<file path="config.mk">
export PLATFORM = sky130hd
export DESIGN_NAME = operator_number_comment_lexer_unit
export DESIGN_NICKNAME = d
export VERILOG_FILES = /design/src/onc_pkg.sv /design/src/onc_front.sv /design/src/onc_queue.sv /design/src/onc_back.sv /design/src/operator_number_comment_lexer_unit.sv
export SDC_FILE = /design/constraint.sdc
export NUM_CORES = 1
export LEC_CHECK = 0
export BUFFER_PORTS_ARGS = -buffer_cell sky130_fd_sc_hd__buf_2
export CAP_MARGIN = 40
export CORE_ASPECT_RATIO = 0.5
export CORE_MARGIN = 5
export CORE_UTILIZATION = 40
export DETAILED_ROUTE_END_ITERATION = 10
export HOLD_SLACK_MARGIN = 0.02
export SYNTH_ARGS = -nofsm -noshare
export SYNTH_HDL_FRONTEND = slang
export SYNTH_SLANG_ARGS = --single-unit
</file>
<file path="constraint.sdc">
create_clock -name clk -period 10.1 [get_ports clk]
set_clock_uncertainty 0.05 [all_clocks]
set_input_delay 1.01 -clock clk [delete_from_list [all_inputs] [get_ports clk]]
set_output_delay 1.01 -clock clk [all_outputs]
set_load 0.005 [all_outputs]
</file>
<file path="src/onc_pkg.sv">
// shared types and constants of the operator, number and comment lexer
`default_nettype none

package onc_pkg;

	// defaults for the top-level parameters
	localparam int OFFSET_BITS_DEF = 24;
	localparam int QUEUE_DEPTH_DEF = 4;

	// fixed field widths of a token
	localparam int START_W = 24;
	localparam int LEN_W   = 25;

	// longest digit run that a token can report
	localparam logic [LEN_W-1:0] LEN_SAT = 25'h100_0000;

	// source characters the lexer reacts to
	localparam logic [7:0] CH_PLUS    = 8'h2B;
	localparam logic [7:0] CH_DASH    = 8'h2D;
	localparam logic [7:0] CH_STAR    = 8'h2A;
	localparam logic [7:0] CH_SLASH   = 8'h2F;
	localparam logic [7:0] CH_ZERO    = 8'h30;
	localparam logic [7:0] CH_NINE    = 8'h39;
	localparam logic [7:0] CH_NEWLINE = 8'h0A;

	// token kinds as seen on the result port
	typedef enum logic [2:0] {
		KIND_PLUS  = 3'd0,
		KIND_DASH  = 3'd1,
		KIND_STAR  = 3'd2,
		KIND_SLASH = 3'd3,
		KIND_INT   = 3'd4
	} kind_t;

	typedef struct packed {
		kind_t              kind;
		logic [START_W-1:0] start;
		logic [LEN_W-1:0]   len;
	} token_t;

	// all tokens caused by one source byte: one or two
	typedef struct packed {
		token_t tok0;
		token_t tok1;
		logic   two;
	} record_t;

endpackage

`default_nettype wire

</file>
<file path="src/onc_front.sv">
// front end: scan state machine that turns each source byte into a token record
`default_nettype none

module onc_front import onc_pkg::*; #(
	parameter int OFFSET_BITS = OFFSET_BITS_DEF
) (
	input  wire logic       clk,
	input  wire logic       arst_n,
	input  wire logic       accept,
	input  wire logic [7:0] source_byte,
	input  wire logic       is_final,
	output record_t         rec,
	output logic            rec_valid
);

	typedef enum logic [5:0] {
		M_IDLE   = 6'b000001,
		M_SLASH  = 6'b000010,
		M_LINE   = 6'b000100,
		M_BLOCK  = 6'b001000,
		M_BSTAR  = 6'b010000,
		M_NUMBER = 6'b100000
	} mode_t;

	mode_t                  mode_q;
	logic [OFFSET_BITS-1:0] pos_q;
	logic [START_W-1:0]     pend_q;
	logic [LEN_W-1:0]       run_q;

	logic [START_W-1:0] pos_s;
	logic               is_dig;

	logic  ib_op_v;
	kind_t ib_kind;
	mode_t ib_mode;

	mode_t              nm;
	logic [START_W-1:0] np;
	logic [LEN_W-1:0]   nr;
	logic               use_ib;
	logic               a_v, b_v, c_v;
	token_t             a_tok, b_tok, c_tok;

	// offset of the arriving byte, shown in the token's start width
	assign pos_s  = START_W'(pos_q);
	assign is_dig = (source_byte >= CH_ZERO) && (source_byte <= CH_NINE);

	// what a byte does when seen from idle
	always_comb begin
		ib_op_v = 1'b0;
		ib_kind = KIND_PLUS;
		ib_mode = M_IDLE;
		if (source_byte == CH_PLUS) begin
			ib_op_v = 1'b1;
			ib_kind = KIND_PLUS;
		end else if (source_byte == CH_DASH) begin
			ib_op_v = 1'b1;
			ib_kind = KIND_DASH;
		end else if (source_byte == CH_STAR) begin
			ib_op_v = 1'b1;
			ib_kind = KIND_STAR;
		end else if (source_byte == CH_SLASH) begin
			ib_mode = M_SLASH;
		end else if (is_dig) begin
			ib_mode = M_NUMBER;
		end
	end

	// mode transitions and the up to three token sources
	always_comb begin
		nm          = mode_q;
		np          = pend_q;
		nr          = run_q;
		use_ib      = 1'b0;
		a_v         = 1'b0;
		a_tok.kind  = KIND_SLASH;
		a_tok.start = pend_q;
		a_tok.len   = LEN_W'(1);
		unique case (mode_q)
			M_SLASH: begin
				if (source_byte == CH_SLASH) begin
					nm = M_LINE;
				end else if (source_byte == CH_STAR) begin
					nm = M_BLOCK;
				end else begin
					a_v    = 1'b1;
					use_ib = 1'b1;
				end
			end
			M_LINE: begin
				if (source_byte == CH_NEWLINE) begin
					nm = M_IDLE;
				end
			end
			M_BLOCK: begin
				if (source_byte == CH_STAR) begin
					nm = M_BSTAR;
				end
			end
			M_BSTAR: begin
				if (source_byte == CH_SLASH) begin
					nm = M_IDLE;
				end else if (source_byte != CH_STAR) begin
					nm = M_BLOCK;
				end
			end
			M_NUMBER: begin
				if (is_dig) begin
					nr = (run_q < LEN_SAT) ? run_q + LEN_W'(1) : run_q;
				end else begin
					a_v        = 1'b1;
					a_tok.kind = KIND_INT;
					a_tok.len  = run_q;
					use_ib     = 1'b1;
				end
			end
			M_IDLE: begin
				use_ib = 1'b1;
			end
			default: begin
				use_ib = 1'b1;
			end
		endcase

		// restart from idle on this byte
		b_v         = 1'b0;
		b_tok.kind  = ib_kind;
		b_tok.start = pos_s;
		b_tok.len   = LEN_W'(1);
		if (use_ib) begin
			nm  = ib_mode;
			b_v = ib_op_v;
			if (ib_mode == M_SLASH) begin
				np = pos_s;
			end else if (ib_mode == M_NUMBER) begin
				np = pos_s;
				nr = LEN_W'(1);
			end
		end

		// final byte flushes a pending slash or digit run
		c_v         = is_final && ((nm == M_SLASH) || (nm == M_NUMBER));
		c_tok.kind  = (nm == M_SLASH) ? KIND_SLASH : KIND_INT;
		c_tok.start = np;
		c_tok.len   = (nm == M_SLASH) ? LEN_W'(1) : nr;
	end

	// pack the live tokens into one record, oldest first
	always_comb begin
		rec.tok0  = a_v ? a_tok : (b_v ? b_tok : c_tok);
		rec.tok1  = b_v ? b_tok : c_tok;
		rec.two   = a_v && (b_v || c_v);
		rec_valid = accept && (a_v || b_v || c_v);
	end

	// scan state
	always_ff @(posedge clk or negedge arst_n) begin
		if (!arst_n) begin
			mode_q <= M_IDLE;
			pos_q  <= '0;
			pend_q <= '0;
			run_q  <= '0;
		end else if (accept) begin
			if (is_final) begin
				mode_q <= M_IDLE;
				pos_q  <= '0;
				pend_q <= '0;
				run_q  <= '0;
			end else begin
				mode_q <= nm;
				pos_q  <= pos_q + OFFSET_BITS'(1);
				pend_q <= np;
				run_q  <= nr;
			end
		end
	end

`ifndef NO_ASSERTIONS
	a_final_restarts: assert property (@(posedge clk) disable iff (!arst_n)
		(accept && is_final) |=> (pos_q == '0) && (mode_q == M_IDLE))
		else $error("final byte did not restart the scan");

	a_comment_silent: assert property (@(posedge clk) disable iff (!arst_n)
		(accept && (mode_q == M_LINE || mode_q == M_BLOCK || mode_q == M_BSTAR)
			&& !is_final) |-> !rec_valid)
		else $error("token produced inside a comment");
`endif

endmodule

`default_nettype wire

</file>
<file path="src/onc_queue.sv">
// record queue that decouples the scanner from the token output side
`default_nettype none

module onc_queue import onc_pkg::*; #(
	parameter int DEPTH = QUEUE_DEPTH_DEF
) (
	input  wire logic    clk,
	input  wire logic    arst_n,
	input  wire logic    wr,
	input  wire record_t wdata,
	output logic         full,
	input  wire logic    rd,
	output record_t      rdata,
	output logic         empty
);

	localparam int PTR_W = (DEPTH > 1) ? $clog2(DEPTH) : 1;
	localparam int CNT_W = $clog2(DEPTH + 1);

	record_t          mem_q [DEPTH];
	logic [PTR_W-1:0] wp_q, rp_q;
	logic [CNT_W-1:0] cnt_q;

	assign full  = (cnt_q == CNT_W'(DEPTH));
	assign empty = (cnt_q == '0);
	assign rdata = mem_q[rp_q];

	// storage
	always_ff @(posedge clk) begin
		if (wr) begin
			mem_q[wp_q] <= wdata;
		end
	end

	// pointers and fill count
	always_ff @(posedge clk or negedge arst_n) begin
		if (!arst_n) begin
			wp_q  <= '0;
			rp_q  <= '0;
			cnt_q <= '0;
		end else begin
			if (wr) begin
				wp_q <= (wp_q == PTR_W'(DEPTH - 1)) ? '0 : wp_q + PTR_W'(1);
			end
			if (rd) begin
				rp_q <= (rp_q == PTR_W'(DEPTH - 1)) ? '0 : rp_q + PTR_W'(1);
			end
			if (wr && !rd) begin
				cnt_q <= cnt_q + CNT_W'(1);
			end else if (rd && !wr) begin
				cnt_q <= cnt_q - CNT_W'(1);
			end
		end
	end

`ifndef NO_ASSERTIONS
	a_no_overrun: assert property (@(posedge clk) disable iff (!arst_n)
		!(wr && full && !rd) && !(rd && empty))
		else $error("queue written while full or read while empty");
`endif

endmodule

`default_nettype wire

</file>
<file path="src/onc_back.sv">
// back end: output register that hands out the tokens of each record one beat at a time
`default_nettype none

module onc_back import onc_pkg::*; (
	input  wire logic    clk,
	input  wire logic    arst_n,
	input  wire logic    q_empty,
	input  wire record_t q_data,
	output logic         q_rd,
	input  wire logic    pop,
	output logic         empty,
	output token_t       tok,
	output logic         last
);

	record_t cur_q;
	logic    valid_q;
	logic    sel_q;
	logic    take;
	logic    done;

	// beat bookkeeping
	assign take  = valid_q && pop;
	assign last  = !cur_q.two || sel_q;
	assign done  = !valid_q || (take && last);
	assign q_rd  = done && !q_empty;
	assign empty = !valid_q;
	assign tok   = sel_q ? cur_q.tok1 : cur_q.tok0;

	// record payload
	always_ff @(posedge clk) begin
		if (q_rd) begin
			cur_q <= q_data;
		end
	end

	// output valid and token select
	always_ff @(posedge clk or negedge arst_n) begin
		if (!arst_n) begin
			valid_q <= 1'b0;
			sel_q   <= 1'b0;
		end else if (q_rd) begin
			valid_q <= 1'b1;
			sel_q   <= 1'b0;
		end else if (done) begin
			valid_q <= 1'b0;
			sel_q   <= 1'b0;
		end else if (take) begin
			sel_q <= 1'b1;
		end
	end

`ifndef NO_ASSERTIONS
	a_second_needs_pair: assert property (@(posedge clk) disable iff (!arst_n)
		(valid_q && sel_q) |-> cur_q.two)
		else $error("second token selected from a single-token record");

	a_pair_advances: assert property (@(posedge clk) disable iff (!arst_n)
		(take && !last) |=> (valid_q && sel_q))
		else $error("second token of a pair was lost");
`endif

endmodule

`default_nettype wire

</file>
<file path="src/operator_number_comment_lexer_unit.sv">
// top level of the operator, number and comment lexer
//
// channel   direction  handshake              beat
// source    in         push / full            source_byte, is_final
// token     out        empty / pop            token_kind, start_offset, token_length, run_end
//
// one source byte is taken per cycle while full is low; the scanner decides each byte in that cycle
// a byte that yields two tokens hands them out one after the other on the token side, one per pop
// a token passes through the record queue and then the output register before it shows on the outputs
// full rises when QUEUE_DEPTH token records wait between scanner and output register
// arst_n clears scan state, offsets and queue at once; no clearing pass
`default_nettype none

module operator_number_comment_lexer_unit import onc_pkg::*; #(
	parameter int OFFSET_BITS = OFFSET_BITS_DEF,
	parameter int QUEUE_DEPTH = QUEUE_DEPTH_DEF
) (
	input  wire logic               clk,
	input  wire logic               arst_n,
	input  wire logic               push,
	output logic                    full,
	input  wire logic [7:0]         source_byte,
	input  wire logic               is_final,
	output logic                    empty,
	input  wire logic               pop,
	output logic [2:0]              token_kind,
	output logic [START_W-1:0]      start_offset,
	output logic [LEN_W-1:0]        token_length,
	output logic                    run_end
);

	logic    accept;
	record_t rec;
	logic    rec_valid;
	record_t q_data;
	logic    q_empty;
	logic    q_rd;
	token_t  tok;

	assign accept = push && !full;

	// scanner
	onc_front #(
		.OFFSET_BITS(OFFSET_BITS)
	) u_front (
		.clk        (clk),
		.arst_n     (arst_n),
		.accept     (accept),
		.source_byte(source_byte),
		.is_final   (is_final),
		.rec        (rec),
		.rec_valid  (rec_valid)
	);

	// record queue
	onc_queue #(
		.DEPTH(QUEUE_DEPTH)
	) u_queue (
		.clk   (clk),
		.arst_n(arst_n),
		.wr    (rec_valid),
		.wdata (rec),
		.full  (full),
		.rd    (q_rd),
		.rdata (q_data),
		.empty (q_empty)
	);

	// token output
	onc_back u_back (
		.clk    (clk),
		.arst_n (arst_n),
		.q_empty(q_empty),
		.q_data (q_data),
		.q_rd   (q_rd),
		.pop    (pop),
		.empty  (empty),
		.tok    (tok),
		.last   (run_end)
	);

	assign token_kind   = tok.kind;
	assign start_offset = tok.start;
	assign token_length = tok.len;

endmodule

`default_nettype wire
</file>
==> metrics.md, run 1 <==
| Metric | Value |
|---|---|
| Setup TNS | `0 ns` |
| Clock network power share | `33.7%` |
| Final core utilization | `46.13%` |
| Number of H-tree levels | `2` |
| RSZ-0062 raised after global routing | `false` |
| Post-layout nets | `1502` |
| CTS resizes | `0` |
| Clk_lat worst skew | `0.59 ns` |
| Placed Instances | `2247` |
| Relative slew slack | `42.28%` |
| I/O Buffers | `67` |
| Ys flop type | `edfxtp_1` |
| Worst setup margin | `5.936 ns` |
| WL final | `51520 um` |
| CP arrival | `4.38 ns` |
| Clock sink count | `613` |
| DP Worst Slack | `5.324 ns` |
| Comb pwr share | `18.4%` |
| VDD IR max | `0.1753 mV` |
| First-pass detailed-route iteration total | `5` |
| Vias per cell | `5.444` |
| Sequential element share of the synthesized area | `71.65%` |
| Cell variety after synth | `73` |
| Cell count after synthesis | `1406` |
| Critical path launch point type | `flop` |
| Syn. warnings | `0` |
| Final max-slew violation count | `0` |
| Longest Clk Path Bufs | `3` |
| Per-cell routed wire length | `21.90 um` |
| Top-area cell type share of the netlist area | `62.86%` |
| Peak Freq | `240.1 MHz` |
| Psw | `1.672 mW` |
| Total number of vias | `12810` |
| Seq cells post-synth | `613` |
| Fin. Hold Viols | `0` |
| Gr ovfl total | `0` |
| Leakage Power | `10.18 nW` |
| Initial Utilization | `40.72%` |
| Hold Buf Count CTS | `0` |
| Sequential share of power | `47.9%` |
| First-pass GRT wire length | `80920 um` |
| Slew at the pin closest to its max-slew limit | `0.8659 ns` |
| # DRC | `0` |
| Final cycle utilization of the critical path | `41.23%` |
| Antenna violations before repair | `0` |
| DR iter-0 viols | `1134` |
| CP required | `10.32 ns` |
| Number of synthesized flops with an enable pin | `525` |
| Setup bufs post-CTS | `0` |
| ANT nets after route | `0` |
| Worst-path clk slew | `0.06 ns` |
| Hold WC Path Type | `input pin to async pin` |
| Max incr delay on CP | `0.76 ns` |
| Final setup violation count | `0` |
| Tot Pwr | `6.652 mW` |
| ANT cells | `0` |
| # IOs | `68` |
| Fin cells | `2353` |
| Commonest non-fill, non-tap cell in the layout | `edfxtp_1` |
| Sw frac | `25.13%` |
| Total Routing Usage GR | `15.21%` |
| Largest fanout on the critical path | `49` |
| Max-cap violations | `0` |
| Die Ht | `187.1 um` |
| Num CTS Buffers | `56` |
| PwrDens | `234.2 mW/mm^2` |
| Min Tclk post-route | `4.164 ns` |
| Root Buffer Master | `clkbuf_16` |
| RD Place Congestion | `0.8291` |
| Fraction of layout cells with a size suffix above 1 | `27.75%` |
| Slowest CP cell | `and2_4` |
| Synth Net Count | `1428` |
| Worst path cell trace | `or4b_1 > o22ai_2 > or3_1 > nand3_1 > a31oi_2 > and2_4 > buf_4 > buf_12` |
| Die W | `364.1 um` |
| TritonCTS clock tree | `done` |
| Outcome | `finished clean` |
| Synth Cell Area | `0.02508 mm^2` |
| Most frequent cells in the layout | `525 x edfxtp_1, 105 x mux4_2, 91 x mux2_2` |
| Crit path kind | `flop to flop` |
| Largest net degree at the start of global routing | `83` |
| Crit. End Element | `flop` |
| Leading area contributor after synthesis | `edfxtp_1` |
| Post-synth ARST share | `14.36%` |
| Die ar. | `0.06811 mm^2` |
| Synth area leaders | `edfxtp_1 63%, mux4_2 9.4%, dfrtp_1 8.7%` |
| Num rows | `64` |
| Pint | `4.980 mW` |
| Vias in the first global route | `13550` |
| Syn-to-layout area delta | `13.26%` |
| Core footprint | `0.06158 mm^2` |
| Post-DP HPWL | `30500 um` |
| Avg Cell Area, Syn | `17.84 um^2` |
==> worst max-delay path, delay by kind of cell (launching register included) <==
family	cells	cell delay (ns)
simple gates	4	1.73
flops	1	0.50
compound gates	2	0.73
buf+inv	2	0.80
==> path summary, 6_finish.rpt <==
check                                  start  cells after the start  slack (ns)              endpoint
max                        u_front.mode_q[2]                      8        5.94  u_queue.mem_q[3][24]
min                                   arst_n                      1        0.35     u_front.mode_q[4]
max reg2reg                u_front.mode_q[2]                      8        5.94  u_queue.mem_q[3][24]
min reg2reg                 u_queue.cnt_q[2]                      1        0.45      u_queue.cnt_q[2]
max in group asynchronous             arst_n                      2        8.34       u_queue.rp_q[0]
min in group clk            u_queue.cnt_q[2]                      1        0.45      u_queue.cnt_q[2]
==> Yosys cell counts, types with 2 or more instances <==
master	count
a211oi_1	2
a21o_1	12
a21oi_1	24
a22o_1	34
a22oi_1	2
a31oi_1	13
a41oi_1	2
and2_1	12
and3_1	13
and4_1	4
buf_1	17
buf_2	9
buf_6	6
buf_8	2
clkbuf_1	42
dfrtp_1	87
edfxtp_1	525
ha_1	8
inv_1	13
mux2_2	91
mux2_4	16
mux2i_1	4
mux4_2	105
nand2_1	56
nand2b_1	8
nand3_1	28
nand4_1	21
nor2_1	79
nor2b_1	3
nor3_1	21
nor4_1	10
o211ai_1	4
o21a_1	3
o21ai_0	36
o21ai_1	2
o22ai_1	2
o31ai_1	3
or2_2	5
or3_1	6
xnor2_1	18
xor2_1	26
==> logic make-up (layout without fill, tap and decap cells) <==
kind of cell	Yosys count	count (layout)	synth area share, %
xor gates and xnor gates	44	44	1.537
buffers and inverters	92	214	1.776
DFF	613	613	71.65
adders and majority gates	9	9	0.4790
muxes	216	216	14.63
AOI/OAI and AO/OA	152	152	4.181
and+or+nand+nor	280	280	5.743
==> registers in the layout (all words and copies together) (netlist names) <==
name and flops:
u_queue.mem_q 420, u_back.cur_q 105, u_front.run_q 25, u_front.pend_q 24, u_front.pos_q 24, u_front.mode_q 6
u_queue.cnt_q 3, u_queue.rp_q 2, u_queue.wp_q 2, u_back.sel_q 1, u_back.valid_q 1
==> routing by layer <==
layer,GRT usage (%),routed length [um]
met2,26.65,26240
met3,2.281,2373
met1,20.14,21950
met5,0,0
met4,3.654,960
==> stage by stage <==
step           hold WS [ns]  area, um^2
5_1_grt              0.3585       28400
3_5_place_dp         0.4389       26430
4_1_cts              0.3359       28400
3_3_place_gp         0.4197       26240
2_1_floorplan        0.4060       25080
6_report             0.3512       28400
==> power groups by stage <==
stage                     clock, mW  combinational, mW  sequential (mW)
final                          2.24               1.22             3.19
after global routing           2.40               1.34             3.22
after CTS                      2.29               1.27             3.20
after detailed placement          0               1.27             3.25
after global placement            0               1.19             3.28
after floorplan                   0              0.880             3.19
==> area by class of cell <==
cell class                 count  area [um^2]
multi-input combinational    701         6694
clock inverter                32        350.3
fill                        5082        33180
clock buffer                  74         1625
inverter                      13        48.80
sequential                   613        17980
tap                          825         1032
timing repair buffer          95        675.6
Note: power is estimated with default switching activity, not from simulation.
==> run 2: changes to the inputs <==
Clock period 10.1 ns to 4.2 ns, I/O delays scaled along.
==> metrics.md, run 2 (synthesis results as in run 1) <==
| Metric | Value |
|---|---|
| Outcome | `finished clean (unchanged)` |
| Largest fanout on the critical path | `29 (was 49)` |
| Psw | `3.942 mW (was 1.672 mW)` |
| PwrDens | `547.1 mW/mm^2 (was 234.2 mW/mm^2)` |
| Vias per cell | `5.467 (was 5.444)` |
| Placed Instances | `2259 (was 2247)` |
| Crit path kind | `flop to flop (unchanged)` |
| Worst-path clk slew | `0.07 ns (was 0.06 ns)` |
| Crit. End Element | `flop (unchanged)` |
| TritonCTS clock tree | `done (unchanged)` |
| RSZ-0062 raised after global routing | `false (unchanged)` |
| Largest register FFs | `420 (unchanged)` |
| Gr ovfl total | `0 (unchanged)` |
| Fin cells | `2362 (was 2353)` |
| CTS resizes | `0 (unchanged)` |
| Die Ht | `187.1 um (unchanged)` |
| Largest Register | `u_queue.mem_q (unchanged)` |
| First-pass detailed-route iteration total | `5 (unchanged)` |
| DR iter-0 viols | `1197 (was 1134)` |
| Max-cap violations | `0 (unchanged)` |
| Fin. Hold Viols | `0 (unchanged)` |
| Setup TNS | `0 ns (unchanged)` |
| Initial Utilization | `40.72% (unchanged)` |
| Final setup violation count | `0 (unchanged)` |
| Clock sink count | `613 (unchanged)` |
| WL final | `51350 um (was 51520 um)` |
| Total Routing Usage GR | `15.11% (was 15.21%)` |
| Worst setup margin | `0.6200 ns (was 5.936 ns)` |
| Pint | `11.55 mW (was 4.980 mW)` |
| Post-DP HPWL | `31480 um (was 30500 um)` |
| ANT nets after route | `0 (unchanged)` |
| Fraction of layout cells with a size suffix above 1 | `27.52% (was 27.75%)` |
| Tot Pwr | `15.49 mW (was 6.652 mW)` |
| Hold WC Path Type | `input pin to flop (was input pin to async pin)` |
| Critical path launch point type | `flop (unchanged)` |
| Die ar. | `0.06811 mm^2 (unchanged)` |
| Syn-to-layout area delta | `12.92% (was 13.26%)` |
| ANT cells | `0 (unchanged)` |
| CP required | `4.40 ns (was 10.32 ns)` |
| Total number of vias | `12910 (was 12810)` |
| Top Registers | `u_queue.mem_q x420, u_back.cur_q x105, u_front.run_q x25 (unchanged)` |
| Most frequent cells in the layout | `525 x edfxtp_1, 105 x mux4_2, 91 x mux2_2 (unchanged)` |
| Sw frac | `25.44% (was 25.13%)` |
| First-pass GRT wire length | `80830 um (was 80920 um)` |
| Peak Freq | `279.3 MHz (was 240.1 MHz)` |
| Antenna violations before repair | `1 (was 0)` |
| Num CTS Buffers | `54 (was 56)` |
| Fill cells | `5094 (was 5082)` |
| Vias in the first global route | `13660 (was 13550)` |
| Clock network power share | `31.4% (was 33.7%)` |
| Final max-slew violation count | `0 (unchanged)` |
| Largest net degree at the start of global routing | `108 (was 83)` |
| Comb pwr share | `18.4% (about the same)` |
| Number of H-tree levels | `2 (unchanged)` |
| DP Worst Slack | `0.5479 ns (was 5.324 ns)` |
| CP arrival | `3.78 ns (was 4.38 ns)` |
| RD Place Congestion | `0.8553 (was 0.8291)` |
| Core footprint | `0.06158 mm^2 (unchanged)` |
| Relative slew slack | `37.01% (was 42.28%)` |
| Final core utilization | `45.99% (was 46.13%)` |
| # IOs | `68 (unchanged)` |
| # DRC | `0 (unchanged)` |
| Per-cell routed wire length | `21.74 um (was 21.90 um)` |
| Commonest non-fill, non-tap cell in the layout | `edfxtp_1 (unchanged)` |
| Final cycle utilization of the critical path | `85.24% (was 41.23%)` |
| Leakage Power | `10.13 nW (was 10.18 nW)` |
| Slew at the pin closest to its max-slew limit | `0.9449 ns (was 0.8659 ns)` |
| Longest Clk Path Bufs | `3 (unchanged)` |
| I/O Buffers | `67 (unchanged)` |
| Sequential share of power | `50.2% (was 47.9%)` |
| VDD IR max | `0.3470 mV (was 0.1753 mV)` |
| Clk_lat worst skew | `0.59 ns (about the same)` |
| Die W | `364.1 um (unchanged)` |
| Root Buffer Master | `clkbuf_16 (unchanged)` |
| Min Tclk post-route | `3.580 ns (was 4.164 ns)` |
| Num rows | `64 (unchanged)` |
| Post-layout nets | `1514 (was 1502)` |
## run 2: cell types whose count changed in the layout (fill, tap and decap cells not counted), moves of 2 or more
| cell | change |
|---|---|
| clkbuf_1 | +15 |
| buf_12 | +8 |
| buf_4 | +6 |
| clkbuf_16 | -6 |
| clkinv_1 | -6 |
| clkinv_2 | -6 |
| bufinv_16 | -5 |
| clkbuf_8 | +5 |
| buf_16 | -3 |
| dlygate4sd3_1 | +2 |
| inv_6 | -2 |
| o21ai_1 | -2 |
## run 2: cell type report
| type | instances | area (um^2) | share of cell area (%) |
|---|---|---|---|
| Tap cell | 825 | 1032 | 3.645 |
| Clock buffer | 88 | 1600 | 5.651 |
| Multi-Input combinational cell | 701 | 6698 | 23.65 |
| Timing Repair Buffer | 109 | 823.3 | 2.907 |
| Inverter | 13 | 48.80 | 0.1723 |
| Clock inverter | 13 | 138.9 | 0.4904 |
| Sequential cell | 613 | 17980 | 63.48 |
## run 2: path summary, 6_finish.rpt
path	startpoint	endpoint	slack, ns	depth (start not counted)
worst max-delay path	u_front.mode_q[2]	u_queue.mem_q[2][44]	0.62	7
worst min-delay path	source_byte[0]	u_queue.mem_q[0][50]	0.25	3
worst max register to register	u_front.mode_q[2]	u_queue.mem_q[2][44]	0.62	7
worst min register to register	u_queue.cnt_q[2]	u_queue.cnt_q[2]	0.45	1
max in group asynchronous	arst_n	u_front.mode_q[0]	2.96	4
min in group asynchronous	arst_n	u_front.run_q[20]	0.31	3
## run 2: power groups by stage
| stage | clock network (mW) | registers, mW | logic [mW] |
|---|---|---|---|
| 2_1_floorplan | 0 | 7.60 | 2.12 |
| 3_3_place_gp | 0 | 7.90 | 2.90 |
| 3_5_place_dp | 0 | 7.92 | 2.95 |
| 4_1_cts | 4.99 | 7.80 | 2.96 |
| 5_1_grt | 5.26 | 7.86 | 3.13 |
| 6_report | 4.86 | 7.78 | 2.85 |
## run 2: critical path, cell delays in order, from the launching register on
cell,delay (ns)
dfrtp_1,0.50
or4b_1,0.57
o22ai_2,0.30
or3_1,0.30
nand3_1,0.12
a31oi_2,0.41
and2_4,0.56
buf_4,0.41
## run 2: timing repair
item	CTS	global route
setup buffers	0	0
hold buffers	2	0
hold endpoints to repair	62	0
## run 2: layer usage
metal	up-vias	part of all wire [%]	global-route usage, %
met5	-	0	0
met4	0	2.2	3.473
met3	82	4.3	2.300
met2	315	51	26.39
met1	6770	43	20.13
li1	5747	-	-
## run 2: metrics by stage
step	cell area [um^2]	hold slack [ns]
global route	28320	0.2333
floorplan	25090	0.07441
finish	28320	0.2458
global placement	26510	0.4322
detailed placement	26560	0.4085
CTS	28320	0.2214
